--- src/hw/rtl/tscg_pkg.sv ---
// ----------------------------------------------------------------------------
// tscg_pkg
// Types and codes shared by the send credit gate modules.
// ----------------------------------------------------------------------------
package tscg_pkg;

  typedef enum logic [1:0] {
    KIND_ACK   = 2'd0,
    KIND_SEND  = 2'd1,
    KIND_DUMMY = 2'd2,
    KIND_SYN   = 2'd3
  } kind_t;

  typedef enum logic [2:0] {
    ST_GRANTED   = 3'd0,
    ST_NOTHING   = 3'd1,
    ST_THROTTLED = 3'd2,
    ST_LINK_DOWN = 3'd3,
    ST_BLOCKING  = 3'd4,
    ST_DONE      = 3'd5
  } status_t;

  // configuration register indexes
  localparam logic [2:0] REG_LINK_ACTIVE    = 3'd0;
  localparam logic [2:0] REG_WINDOW_MARGIN  = 3'd1;
  localparam logic [2:0] REG_INFLIGHT_LIMIT = 3'd2;
  localparam logic [2:0] REG_WINDOW_SCALE   = 3'd3;
  localparam logic [2:0] REG_MAX_PAYLOAD    = 3'd4;
  localparam logic [2:0] REG_BLOCKING_MODE  = 3'd5;

  localparam int CFG_INDEX_W = 3;
  localparam int CFG_DATA_W  = 21;

  localparam logic        RST_LINK_ACTIVE    = 1'b1;
  localparam logic [15:0] RST_WINDOW_MARGIN  = 16'd2048;
  localparam logic [20:0] RST_INFLIGHT_LIMIT = 21'd8192;
  localparam logic [3:0]  RST_WINDOW_SCALE   = 4'd0;
  localparam logic [15:0] RST_MAX_PAYLOAD    = 16'd1440;
  localparam logic        RST_BLOCKING_MODE  = 1'b0;

  typedef struct packed {
    logic                   write;
    logic [CFG_INDEX_W-1:0] index;
    logic [CFG_DATA_W-1:0]  data;
  } cfg_wr_t;

  // classified event; arg is the ack number for acks, SYN sequence + 1 for SYNs
  typedef struct packed {
    kind_t       kind;
    logic [31:0] arg;
    logic [15:0] window;
    logic [15:0] count;
    logic        zero_count;
    logic        dont_wait;
    logic        from_hardware;
    logic        partial_write;
  } op_t;

  typedef struct packed {
    logic [15:0] grant_length;
    status_t     status;
    logic [63:0] acked_position;
    logic [31:0] send_window;
  } res_t;

endpackage

--- src/hw/rtl/tscg_fifo.sv ---
// ----------------------------------------------------------------------------
// tscg_fifo
// Small show-ahead register queue used between the gate stages.
// ----------------------------------------------------------------------------
module tscg_fifo #(
  parameter int WIDTH = 8,
  parameter int DEPTH = 2
) (
  input  logic             clk,
  input  logic             rst,
  input  logic             push,
  input  logic [WIDTH-1:0] wdata,
  output logic             full,
  input  logic             pop,
  output logic             empty,
  output logic [WIDTH-1:0] rdata
);

  localparam int PTR_W = (DEPTH > 1) ? $clog2(DEPTH) : 1;
  localparam int CNT_W = $clog2(DEPTH + 1);
  localparam logic [PTR_W-1:0] LAST_PTR = PTR_W'(DEPTH - 1);
  localparam logic [CNT_W-1:0] FULL_CNT = CNT_W'(DEPTH);

  logic [WIDTH-1:0] slots [DEPTH];
  logic [PTR_W-1:0] wr_ptr;
  logic [PTR_W-1:0] rd_ptr;
  logic [CNT_W-1:0] count;
  logic             do_push;
  logic             do_pop;

  assign full    = (count == FULL_CNT);
  assign empty   = (count == '0);
  assign do_push = push && !full;
  assign do_pop  = pop && !empty;
  assign rdata   = slots[rd_ptr];

  always_ff @(posedge clk) begin
    if (do_push) begin
      slots[wr_ptr] <= wdata;
    end
  end

  always_ff @(posedge clk) begin
    if (rst) begin
      wr_ptr <= '0;
      rd_ptr <= '0;
      count  <= '0;
    end else begin
      if (do_push) begin
        wr_ptr <= (wr_ptr == LAST_PTR) ? '0 : wr_ptr + 1'b1;
      end
      if (do_pop) begin
        rd_ptr <= (rd_ptr == LAST_PTR) ? '0 : rd_ptr + 1'b1;
      end
      case ({do_push, do_pop})
        2'b10:   count <= count + 1'b1;
        2'b01:   count <= count - 1'b1;
        default: count <= count;
      endcase
    end
  end

endmodule

--- src/hw/rtl/tscg_front.sv ---
// ----------------------------------------------------------------------------
// tscg_front
// Takes input events, classifies them and queues them for the back end.
// ----------------------------------------------------------------------------
module tscg_front #(
  parameter int DEPTH = 2
) (
  input  logic          clk,
  input  logic          rst,
  input  logic          push,
  output logic          full,
  input  logic [1:0]    kind,
  input  logic [31:0]   ack_number,
  input  logic [15:0]   peer_window,
  input  logic [15:0]   byte_count,
  input  logic          dont_wait,
  input  logic          from_hardware,
  input  logic          partial_write,
  input  logic [31:0]   syn_sequence,
  input  logic          cmd_pop,
  output logic          cmd_empty,
  output tscg_pkg::op_t cmd
);
  import tscg_pkg::*;

  op_t                op_in;
  logic [$bits(op_t)-1:0] cmd_bits;

  always_comb begin
    op_in.kind          = kind_t'(kind);
    // SYN places every position one past its sequence number (32-bit wrap)
    op_in.arg           = (kind_t'(kind) == KIND_SYN) ? syn_sequence + 32'd1 : ack_number;
    op_in.window        = peer_window;
    op_in.count         = byte_count;
    op_in.zero_count    = (byte_count == '0);
    op_in.dont_wait     = dont_wait;
    op_in.from_hardware = from_hardware;
    op_in.partial_write = partial_write;
  end

  tscg_fifo #(
    .WIDTH ($bits(op_t)),
    .DEPTH (DEPTH)
  ) u_cmd_q (
    .clk   (clk),
    .rst   (rst),
    .push  (push),
    .wdata (op_in),
    .full  (full),
    .pop   (cmd_pop),
    .empty (cmd_empty),
    .rdata (cmd_bits)
  );

  assign cmd = op_t'(cmd_bits);

endmodule

--- src/hw/rtl/tscg_back.sv ---
// ----------------------------------------------------------------------------
// tscg_back
// Session state and credit decision; one queued event per cycle unless results stall.
// ----------------------------------------------------------------------------
module tscg_back #(
  parameter int DEPTH = 2
) (
  input  logic              clk,
  input  logic              rst,
  input  tscg_pkg::cfg_wr_t cfg,
  input  logic              cmd_empty,
  input  tscg_pkg::op_t     cmd,
  output logic              cmd_pop,
  input  logic              res_pop,
  output logic              res_empty,
  output tscg_pkg::res_t    res
);
  import tscg_pkg::*;

  // configuration
  logic        link_active;
  logic [15:0] window_margin;
  logic [20:0] inflight_limit;
  logic [3:0]  window_scale;
  logic [15:0] max_payload;
  logic        blocking_mode;

  // session state; gap is fast sent minus acked, inflight is fast minus stack bytes
  logic [63:0] acked;
  logic [63:0] gap;
  logic [63:0] inflight;
  logic [31:0] last_ack_low;
  logic [31:0] window;
  logic        backpressure;

  logic [63:0] acked_next;
  logic [63:0] gap_next;
  logic [63:0] inflight_next;
  logic [31:0] last_ack_low_next;
  logic [31:0] window_next;
  logic        backpressure_next;

  logic        res_full;
  logic        step;
  logic        carry;
  logic [31:0] acked_hi_next;
  logic [33:0] ack_delta;
  logic [15:0] pay;
  logic [31:0] allowed;
  logic [31:0] unacked_lo;
  logic        gap_big;
  logic        win_fail;
  logic        lim_fail;
  logic        counted;
  logic [15:0] hw_add;
  logic [15:0] stack_add;
  logic [17:0] dummy_delta;
  status_t     status;
  res_t        res_in;
  logic [$bits(res_t)-1:0] res_bits;

  always_ff @(posedge clk) begin
    if (rst) begin
      link_active    <= RST_LINK_ACTIVE;
      window_margin  <= RST_WINDOW_MARGIN;
      inflight_limit <= RST_INFLIGHT_LIMIT;
      window_scale   <= RST_WINDOW_SCALE;
      max_payload    <= RST_MAX_PAYLOAD;
      blocking_mode  <= RST_BLOCKING_MODE;
    end else if (cfg.write) begin
      case (cfg.index)
        REG_LINK_ACTIVE:    link_active    <= cfg.data[0];
        REG_WINDOW_MARGIN:  window_margin  <= cfg.data[15:0];
        REG_INFLIGHT_LIMIT: inflight_limit <= cfg.data[20:0];
        REG_WINDOW_SCALE:   window_scale   <= cfg.data[3:0];
        REG_MAX_PAYLOAD:    max_payload    <= cfg.data[15:0];
        REG_BLOCKING_MODE:  blocking_mode  <= cfg.data[0];
        default: ;
      endcase
    end
  end

  assign step    = !cmd_empty && !res_full;
  assign cmd_pop = step;

  // ack extension; acked low word can differ from last_ack_low after a SYN
  assign carry         = (cmd.arg < last_ack_low);
  assign acked_hi_next = acked[63:32] + {31'd0, carry};
  assign ack_delta     = {1'b0, carry, cmd.arg} - {2'b00, acked[31:0]};

  // credit checks
  assign pay        = (cmd.count < max_payload) ? cmd.count : max_payload;
  assign allowed    = (window < {16'd0, window_margin}) ? '0
                      : window - {16'd0, window_margin};
  assign unacked_lo = gap[63] ? '0 : gap[31:0];
  assign gap_big    = !gap[63] && (gap[62:32] != '0);
  assign win_fail   = gap_big || (({1'b0, unacked_lo} + {17'd0, pay}) > {1'b0, allowed});
  assign lim_fail   = (inflight > {43'd0, inflight_limit});

  // a partial write with the link down counts as complete
  assign counted     = !(cmd.partial_write && link_active);
  assign hw_add      = cmd.from_hardware ? cmd.count : '0;
  assign stack_add   = counted ? cmd.count : '0;
  assign dummy_delta = {2'b00, hw_add} - {2'b00, stack_add};

  always_comb begin
    status = ST_DONE;
    if (cmd.kind == KIND_SEND) begin
      if (!link_active) begin
        status = ST_LINK_DOWN;
      end else if (cmd.zero_count) begin
        status = ST_NOTHING;
      end else if (backpressure || win_fail || lim_fail) begin
        status = ST_THROTTLED;
      end else if (blocking_mode && !cmd.dont_wait && (pay != cmd.count)) begin
        status = ST_BLOCKING;
      end else begin
        status = ST_GRANTED;
      end
    end
  end

  always_comb begin
    acked_next        = acked;
    gap_next          = gap;
    inflight_next     = inflight;
    last_ack_low_next = last_ack_low;
    window_next       = window;
    backpressure_next = backpressure;
    case (cmd.kind)
      KIND_ACK: begin
        last_ack_low_next = cmd.arg;
        window_next       = {16'd0, cmd.window} << window_scale;
        acked_next        = {acked_hi_next, cmd.arg};
        gap_next          = gap - {{30{ack_delta[33]}}, ack_delta};
      end
      KIND_SEND: begin
        if (status == ST_GRANTED) begin
          gap_next      = gap + {48'd0, pay};
          inflight_next = inflight + {48'd0, pay};
        end
      end
      KIND_DUMMY: begin
        gap_next          = gap + {48'd0, hw_add};
        inflight_next     = inflight + {{46{dummy_delta[17]}}, dummy_delta};
        backpressure_next = !counted;
      end
      KIND_SYN: begin
        acked_next = {32'd0, cmd.arg};
        gap_next   = '0;
      end
      default: ;
    endcase
  end

  always_ff @(posedge clk) begin
    if (rst) begin
      acked        <= '0;
      gap          <= '0;
      inflight     <= '0;
      last_ack_low <= '0;
      window       <= '0;
      backpressure <= 1'b0;
    end else if (step) begin
      acked        <= acked_next;
      gap          <= gap_next;
      inflight     <= inflight_next;
      last_ack_low <= last_ack_low_next;
      window       <= window_next;
      backpressure <= backpressure_next;
    end
  end

  always_comb begin
    res_in.grant_length   = (status == ST_GRANTED) ? pay : '0;
    res_in.status         = status;
    res_in.acked_position = acked_next;
    res_in.send_window    = window_next;
  end

  tscg_fifo #(
    .WIDTH ($bits(res_t)),
    .DEPTH (DEPTH)
  ) u_res_q (
    .clk   (clk),
    .rst   (rst),
    .push  (step),
    .wdata (res_in),
    .full  (res_full),
    .pop   (res_pop),
    .empty (res_empty),
    .rdata (res_bits)
  );

  assign res = res_t'(res_bits);

  a_syn_clears_gap: assert property (@(posedge clk) disable iff (rst)
    (step && cmd.kind == KIND_SYN) |=> (gap == '0 && acked[63:32] == '0))
    else $error("SYN did not align fast and acked positions");

  a_grant_counts: assert property (@(posedge clk) disable iff (rst)
    (step && status == ST_GRANTED) |=>
      (inflight == $past(inflight) + {48'd0, $past(pay)}))
    else $error("granted bytes not added to in-flight count");

  a_no_step_when_full: assert property (@(posedge clk) disable iff (rst)
    res_full |-> !cmd_pop)
    else $error("event taken with result queue full");

  a_refused_no_change: assert property (@(posedge clk) disable iff (rst)
    (step && cmd.kind == KIND_SEND && status != ST_GRANTED) |=>
      ($stable(gap) && $stable(inflight)))
    else $error("refused request changed session state");

endmodule

--- src/hw/rtl/tcp_send_credit_gate_unit.sv ---
// ----------------------------------------------------------------------------
// tcp_send_credit_gate_unit
// Fast-path send credit gate for one TCP session.
// ----------------------------------------------------------------------------
// Events enter through a queue-style port: an event transfers on a rising
// edge with push high and full low. Kinds are peer ack, send request,
// dummy written and SYN sent. Every event yields exactly one result, read
// from a queue-style port: the oldest result sits on the result ports while
// empty is low and transfers on an edge with pop high.
// Throughput is one event per cycle while the result queue has room: the
// session registers (acked position, sent gap, in-flight count) update once
// per event in the back end, which sets the rate.
// If the receiver stalls, the result queue fills, the back end holds, and
// the command queue then raises full; nothing is dropped.
// Configuration registers are written through cfg_write/cfg_index/cfg_data.
// The user must write them only while no event is pending; the block itself
// does not enforce this. Reset (rst, synchronous) empties both queues,
// clears the session state and restores register defaults.
// ----------------------------------------------------------------------------
module tcp_send_credit_gate_unit #(
  parameter int CMD_DEPTH    = 2,
  parameter int RESULT_DEPTH = 2
) (
  input  logic                            clk,
  input  logic                            rst,
  input  logic                            cfg_write,
  input  logic [tscg_pkg::CFG_INDEX_W-1:0] cfg_index,
  input  logic [tscg_pkg::CFG_DATA_W-1:0]  cfg_data,
  input  logic                            push,
  output logic                            full,
  input  logic [1:0]                      kind,
  input  logic [31:0]                     ack_number,
  input  logic [15:0]                     peer_window,
  input  logic [15:0]                     byte_count,
  input  logic                            dont_wait,
  input  logic                            from_hardware,
  input  logic                            partial_write,
  input  logic [31:0]                     syn_sequence,
  output logic                            empty,
  input  logic                            pop,
  output logic [15:0]                     grant_length,
  output logic [2:0]                      status,
  output logic [63:0]                     acked_position,
  output logic [31:0]                     send_window
);
  import tscg_pkg::*;

  cfg_wr_t cfg;
  op_t     cmd;
  logic    cmd_empty;
  logic    cmd_pop;
  res_t    res;

  assign cfg.write = cfg_write;
  assign cfg.index = cfg_index;
  assign cfg.data  = cfg_data;

  tscg_front #(
    .DEPTH (CMD_DEPTH)
  ) u_front (
    .clk           (clk),
    .rst           (rst),
    .push          (push),
    .full          (full),
    .kind          (kind),
    .ack_number    (ack_number),
    .peer_window   (peer_window),
    .byte_count    (byte_count),
    .dont_wait     (dont_wait),
    .from_hardware (from_hardware),
    .partial_write (partial_write),
    .syn_sequence  (syn_sequence),
    .cmd_pop       (cmd_pop),
    .cmd_empty     (cmd_empty),
    .cmd           (cmd)
  );

  tscg_back #(
    .DEPTH (RESULT_DEPTH)
  ) u_back (
    .clk       (clk),
    .rst       (rst),
    .cfg       (cfg),
    .cmd_empty (cmd_empty),
    .cmd       (cmd),
    .cmd_pop   (cmd_pop),
    .res_pop   (pop),
    .res_empty (empty),
    .res       (res)
  );

  assign grant_length   = res.grant_length;
  assign status         = res.status;
  assign acked_position = res.acked_position;
  assign send_window    = res.send_window;

endmodule

--- config.mk ---
export PLATFORM = sky130hd
export DESIGN_NAME = tcp_send_credit_gate_unit
export DESIGN_NICKNAME = d
export VERILOG_FILES = /design/src/hw/rtl/tscg_pkg.sv /design/src/hw/rtl/tscg_fifo.sv /design/src/hw/rtl/tscg_front.sv /design/src/hw/rtl/tscg_back.sv /design/src/hw/rtl/tcp_send_credit_gate_unit.sv
export SDC_FILE = /design/constraint.sdc
export NUM_CORES = 2
export LEC_CHECK = 0
export ABC_AREA = 1
export BUFFER_PORTS_ARGS = -buffer_cell sky130_fd_sc_hd__buf_4
export CAP_MARGIN = 20
export CELL_PAD_IN_SITES_DETAIL_PLACEMENT = 0
export CELL_PAD_IN_SITES_GLOBAL_PLACEMENT = 1
export CORE_MARGIN = 1.5
export CORE_UTILIZATION = 50
export DETAILED_ROUTE_END_ITERATION = 6
export GPL_TIMING_DRIVEN = 0
export PLACE_DENSITY = 0.94
export SLEW_MARGIN = 10
export SYNTH_ARGS = -nofsm -noshare
export SYNTH_HDL_FRONTEND = slang
export SYNTH_SLANG_ARGS = --single-unit
export TNS_END_PERCENT = 30
--- constraint.sdc ---
create_clock -name clk -period 11.55 [get_ports clk]
set_input_delay 0.5775 -clock clk [delete_from_list [all_inputs] [get_ports clk]]
set_output_delay 0.5775 -clock clk [all_outputs]
set_load 0.005 [all_outputs]
Word level (Yosys, flattened, before mapping)

Memory sizes are Yosys's and may differ from the RTL's. A register that Yosys moved wholly into a read port is not among the register bits.
Index checks and enable logic that the tools add are counted.

Bits in writable memories: 370
Output and inout bits: 117
Logic and storage cells: 132
Memories kept: 2
Register bits: 324

Reduce and logical (&&, ||, !) cells: 38
Add/sub/neg operators: 19
Magnitude comparators: 5
Equal/unequal tests: 17
Shifts and indexed selects: 1
Mux-type cells: 32

Memories:

| memory                | words | bits a word | rd ports | clocked after Yosys merged registers in | write ports | line            | text |
|---|---|---|---|---|---|---|---|
| u_back.u_res_q.slots  | 2     | 115         | 1        | 1                                       | 1           | tscg_fifo.sv:24 | `logic [WIDTH-1:0] slots [DEPTH];` |
| u_front.u_cmd_q.slots | 2     | 70          | 1        | 1                                       | 1           | tscg_fifo.sv:24 |  |

Operators with widths:

| cell                                                            | number |
|---|---|
| 64-bit one-hot mux with 2 select lines                          | 2 |
| 64-bit one-hot mux with 4 select lines                          | 1 |
| 64-bit by 16-bit adder with 64-bit output                       | 3 |
| 32-bit 2-to-1 mux                                               | 4 |
| 64-bit 2-to-1 mux                                               | 2 |
| 64-bit adder                                                    | 1 |
| 64-bit by 21-bit > comparator with 1-bit output                 | 1 |
| 16-bit 2-to-1 mux                                               | 4 |
| 64-bit subtractor                                               | 1 |
| 33-bit by 32-bit subtractor with 34-bit output                  | 1 |
| 32-bit by 16-bit adder with 33-bit output                       | 1 |
| 33-bit by 32-bit > comparator with 1-bit output                 | 1 |
| 32-bit by 1-bit adder with 32-bit output                        | 1 |
| 32-bit by 1-bit adder with 32-bit output, second input constant | 1 |
| 32-bit by 16-bit less-than comparator with 1-bit output         | 1 |
| 32-bit less-than comparator                                     | 1 |
| 16-bit by 4-bit << shifter with 32-bit output                   | 1 |
| 32-bit by 16-bit subtractor with 32-bit output                  | 1 |
| 31-bit nonzero test                                             | 1 |
| 2-bit AND reduction                                             | 9 |
| 16-bit by 16-bit subtractor with 17-bit output                  | 1 |
| 16-bit logical NOT                                              | 1 |
| 16-bit less-than comparator                                     | 1 |
| 16-bit != test                                                  | 1 |
| 19 further kinds                                                | 70 |

Longest topological paths before layout

Depth after elaboration: 14
Gate-level depth with buffers: 58
Depth with buffers taken out: 54

Modules after synthesis

A second synthesis with hierarchy kept.

Cells, all modules: 6214
Area total of the unflattened synthesis: 47579.4 um^2

By module, submodules not included:

| module                      | area each (um^2) | cells each | sequential area each (um^2) | instances |
|---|---|---|---|---|
| tscg_back                   | 31875.6          | 5268       | 6326.1                      | 1 |
| tscg_fifo (u_back.u_res_q)  | 8743.4           | 398        | 7006.7                      | 1 |
| tscg_fifo (u_front.u_cmd_q) | 5651.7           | 258        | 4304.1                      | 1 |
| tscg_front                  | 1308.8           | 290        | 0.0                         | 1 |

Least setup slack after synthesis

Ideal clock, no wire load.

Kind: flip-flop to flip-flop
Start point: register (tool-made name)
End point: register u_back.inflight[61]
Buffers on the path: 6
Arrival time: 6499 ps
Setup slack: 4939 ps
Stages on the path, launching flop included: 51
Library setup time: 113 ps
Cells stage by stage: dfxtp_1 buf_6 inv_2 clkbuf_1 buf_2 or2_2 o21ai_0 inv_1 ha_1 a21oi_1 o21ai_0 a21oi_2 nand2_4 inv_1 clkbuf_1 a21oi_1 ha_1 a21oi_1 [... 15 more ...] o21ai_0 nand2_1 nand2_1 nand2_1 nand2_1 nand2_1 nand2_1 nand2_1 nand2_1 a21oi_1 nand3_2 nand2_1 o21bai_4 nand3_2 buf_6 buf_2 nor2_1 nor2_1

RTL lines:

| what                 | line             | text |
|---|---|---|
| to (signal assigned) | tscg_back.sv:167 | `inflight <= inflight_next;` |
| to (decl)            | tscg_back.sv:31  | `logic [63:0] inflight;` |

==> impl_results.md <==
* Routing usage on met2 at 52.3%
* Post-route minimum period at 10590 ps
* Number of hold-repair buffers added at the cts stage at 0
* Final Instance Count excl. Fillers at 7598
* Total detailed-routing wirelength at 158 mm
* Number of buffers on the longest clock path at 3
* Net count, final at 6801
* Placed inst area at 49500 um^2
* Basic-gate share of the synthesized area counting and, or, nand and nor cells at 20.8%
* Synthesized netlist net count at 6452
* Endpoints failing setup at 0
* Number of global-route vias before repair at 40500
* Final sum of negative setup slack at 0 ps
* Switching part of the total at 49.7%
* Peak VDD IR at 0.183 mV
* Power share of the clock group at 15.8%
* Via count of the routed design at 43100
* Number of warnings printed during yosys synthesis at 0
* Via count normalized by instance count at 5.68
* IO Port Bufs at 245
* Post-synth cell types at 64
* Violation count after the first detailed-route iteration at 4840
* Proportion of synthesized area in mux cells at 3.10%
* Kind of path behind the tightest hold check: in2reg
* Area added between synthesis and finish at 14.6%
* Main combinational cell family by area after synthesis: simple AND/OR/NAND/NOR gates
* Antenna violations before repair at 3
* Share of synthesized area occupied by flip-flops and latches at 38.6%
* Pin count of the biggest net entering global routing at 31
* Worst Hold Margin at 75.4 ps
* Fraction of layout cells with a size suffix above 1 at 10.2%
* Cells after synthesis at 6004
* Top cell by count, worst path: clkbuf_1
* Net Sw Power at 8.68 mW
* Number of synthesized flops with an enable pin at 370
* Total half-perimeter wirelength after legalization and detailed placement at 125 mm
* Achievable clock frequency at 94.4 MHz
* Total DRC errors in the routed layout at 0
* Delay contributed by the slowest stage of the critical path at 920 ps
* Clock sink count at 696
* Status: finished, final reports clean
* Yosys top cell by area: edfxtp_1
* Clock tree from TritonCTS: built
* Xor/xnor share of the synthesized area at 3.66%
* Die area at 93200 um^2
* Global placer's final weighted congestion at 0.965
* RSZ-0062 raised after global routing: false
* Clock latency on the worst-skew pair at 690 ps
* Initial Util at 50.6%
* Required time worst endpoint at 12140 ps
* Cell types with the largest area share after synthesis: edfxtp_1, dfxtp_1, ha_1
* Critical-path top delay cell: clkbuf_1
* Drt first pass iters at 6
* Final setup margin at 957 ps
* Arrival time of data at the critical path endpoint at 11180 ps
* Number of buffers added by the clock tree synthesis step at 80
* Placement Rows at 110
* Top post-synthesis cells by count: nand2_1, inv_1, nor2_1
* Grt met3 use at 4.59%
* Wire length per cell at 20.8 um
* DIE HEIGHT at 305 um
* Final Hold Viols at 0
* Die boundary width at 305 um
* Category of the most critical setup path: reg2reg
* Sequential share of power at 21.8%
* Post_cts resized at 0
* Layout fillers at 8428
* Total congestion overflow after global routing at 0
* Remaining number of nets flagged by the antenna check after routing at 0
* Global-route met1 utilization at 46.2%
* Area of the core region at 90300 um^2
* Post-route standard cell area excluding fillers at 52300 um^2
* CP startpoint kind: register
* Final core area utilization at 58.0%
* Clock-pin transition on the worst setup and hold timing paths at 70 ps
* Startpoint of the most critical hold path: peer_window[5]
* Adder-cell area share of the yosys netlist at 8.81%
* Power per Cell Area at 334 nW/um^2
* H-tree depth reported by CTS at 3
* Mean area per synthesized cell at 7.61 um^2
* Flip-flop cell with the highest count after synthesis: edfxtp_1
* Rel. slew slack at 21.0%
* Setup clock skew after layout at 48.7 ps
* Post-CTS Setup Repair Bufs at 0
* Wire length of the first global-routing pass at 238 mm
* Buffer type at the clock tree root: clkbuf_16
* Share of flip-flops with an asynchronous set or reset at 0%
* Seq cells post-synth at 696
* Most repeated cell in the gate-level netlist after synthesis: nand2_1
* Period Utilization, post-route at 91.7%
* Yosys top cell area share at 24.3%
* Total area of sequential cells at 17600 um^2
* Total power consumption of the routed design at 17.5 mW
* Max-cap viol count at 0
* Total global-route track usage at 33.1%
* Number of ports placed on the die boundary at 247
* Inst Count DP at 7446
* Busiest layer in global routing: met2
* Total internal power at 8.80 mW
* Share of total power in combinational logic at 62.4%
* Worst Path Max Fanout at 10
* Total area of multi-input combinational cells at 24100 um^2
* Post-synthesis compound-gate area fraction at 16.4%
* Worst setup EP type: register
* Lkg Pwr at 22.7 nW
* Slew at the pin closest to its max-slew limit at 1180 ps
* Number of pins with negative max-slew slack in the final report at 0
* Pre-CTS setup slack at 1320 ps
* Post-Syn Area at 45700 um^2
==> worst max-delay path: cells and delay by family, from the launching register on <==
| family | cells | cell delay, ps |
|---|---|---|
| buf+inv | 11 | 4890 |
| compound gates | 13 | 3490 |
| simple gates | 7 | 920 |
| fa+ha+maj | 2 | 750 |
| flops | 1 | 400 |
==> sequential cells by signal (all words and copies together), names as in the netlist, 21 cells and up, named ones only <==
register               flops
u_back.window             32
u_back.u_res_q.slots     230
u_back.inflight_limit     21
u_back.acked              64
u_back.last_ack_low       32
u_front.u_cmd_q.slots    140
u_back.inflight           64
u_back.gap                64
==> layer usage <==
metal,wire length [um],vias up
met4,6010,0
met5,0,-
met3,12700,274
met2,69700,1694
li1,-,20900
met1,69300,20200
==> layout make-up <==
class,instances,share of cell area (%)
clock inverter,55,1.36
inverter,835,5.99
sequential,696,33.7
timing repair buffer,267,4.37
clock buffer,95,4.11
buffer,204,1.58
multi-input combinational,4269,46.1
tap,1176,2.81
antenna,1,0.00478
==> path summary, 6_finish.rpt <==
kind	end	slack (ps)	depth (start not counted)
max	u_back.gap[42]	960	33
min	u_front.u_cmd_q.slots[0][25]	80	1
max reg2reg	u_back.gap[42]	960	33
min reg2reg	u_back.last_ack_low[0]	460	2
==> kinds of logic (layout without fill, tap and decap cells) <==
family | after synthesis | count (layout)
buffers and inverters | 1039 | 1456
and+or+nand+nor | 2266 | 2266
AOI/OAI and AO/OA | 1367 | 1367
DFF | 696 | 696
adders and majority gates | 318 | 318
muxes | 127 | 127
xor gates and xnor gates | 191 | 191
other | 0 | 1
==> layout by cell type (no fill, tap or decap), types with 83 or more instances in the layout <==
cell,synthesis,routed
a21oi_1,544,544
buf_4,0,245
clkbuf_1,150,158
clkbuf_16,0,83
dfxtp_1,326,326
edfxtp_1,370,370
ha_1,312,312
inv_1,829,828
mux2_2,115,115
nand2_1,1024,1024
nand3_1,185,185
nor2_1,742,738
o21ai_0,539,539
xnor2_1,86,86
xor2_1,105,105
==> power groups by stage <==
stage	combinational [mW]	clock, mW	sequential (mW)
4_1_cts	10.7	2.78	3.80
3_5_place_dp	10.6	0	3.85
5_1_grt	12.0	2.87	3.87
3_3_place_gp	10.4	0	3.91
2_1_floorplan	7.25	0	3.78
6_report	10.9	2.76	3.81
(Power assumes the default switching activity.)
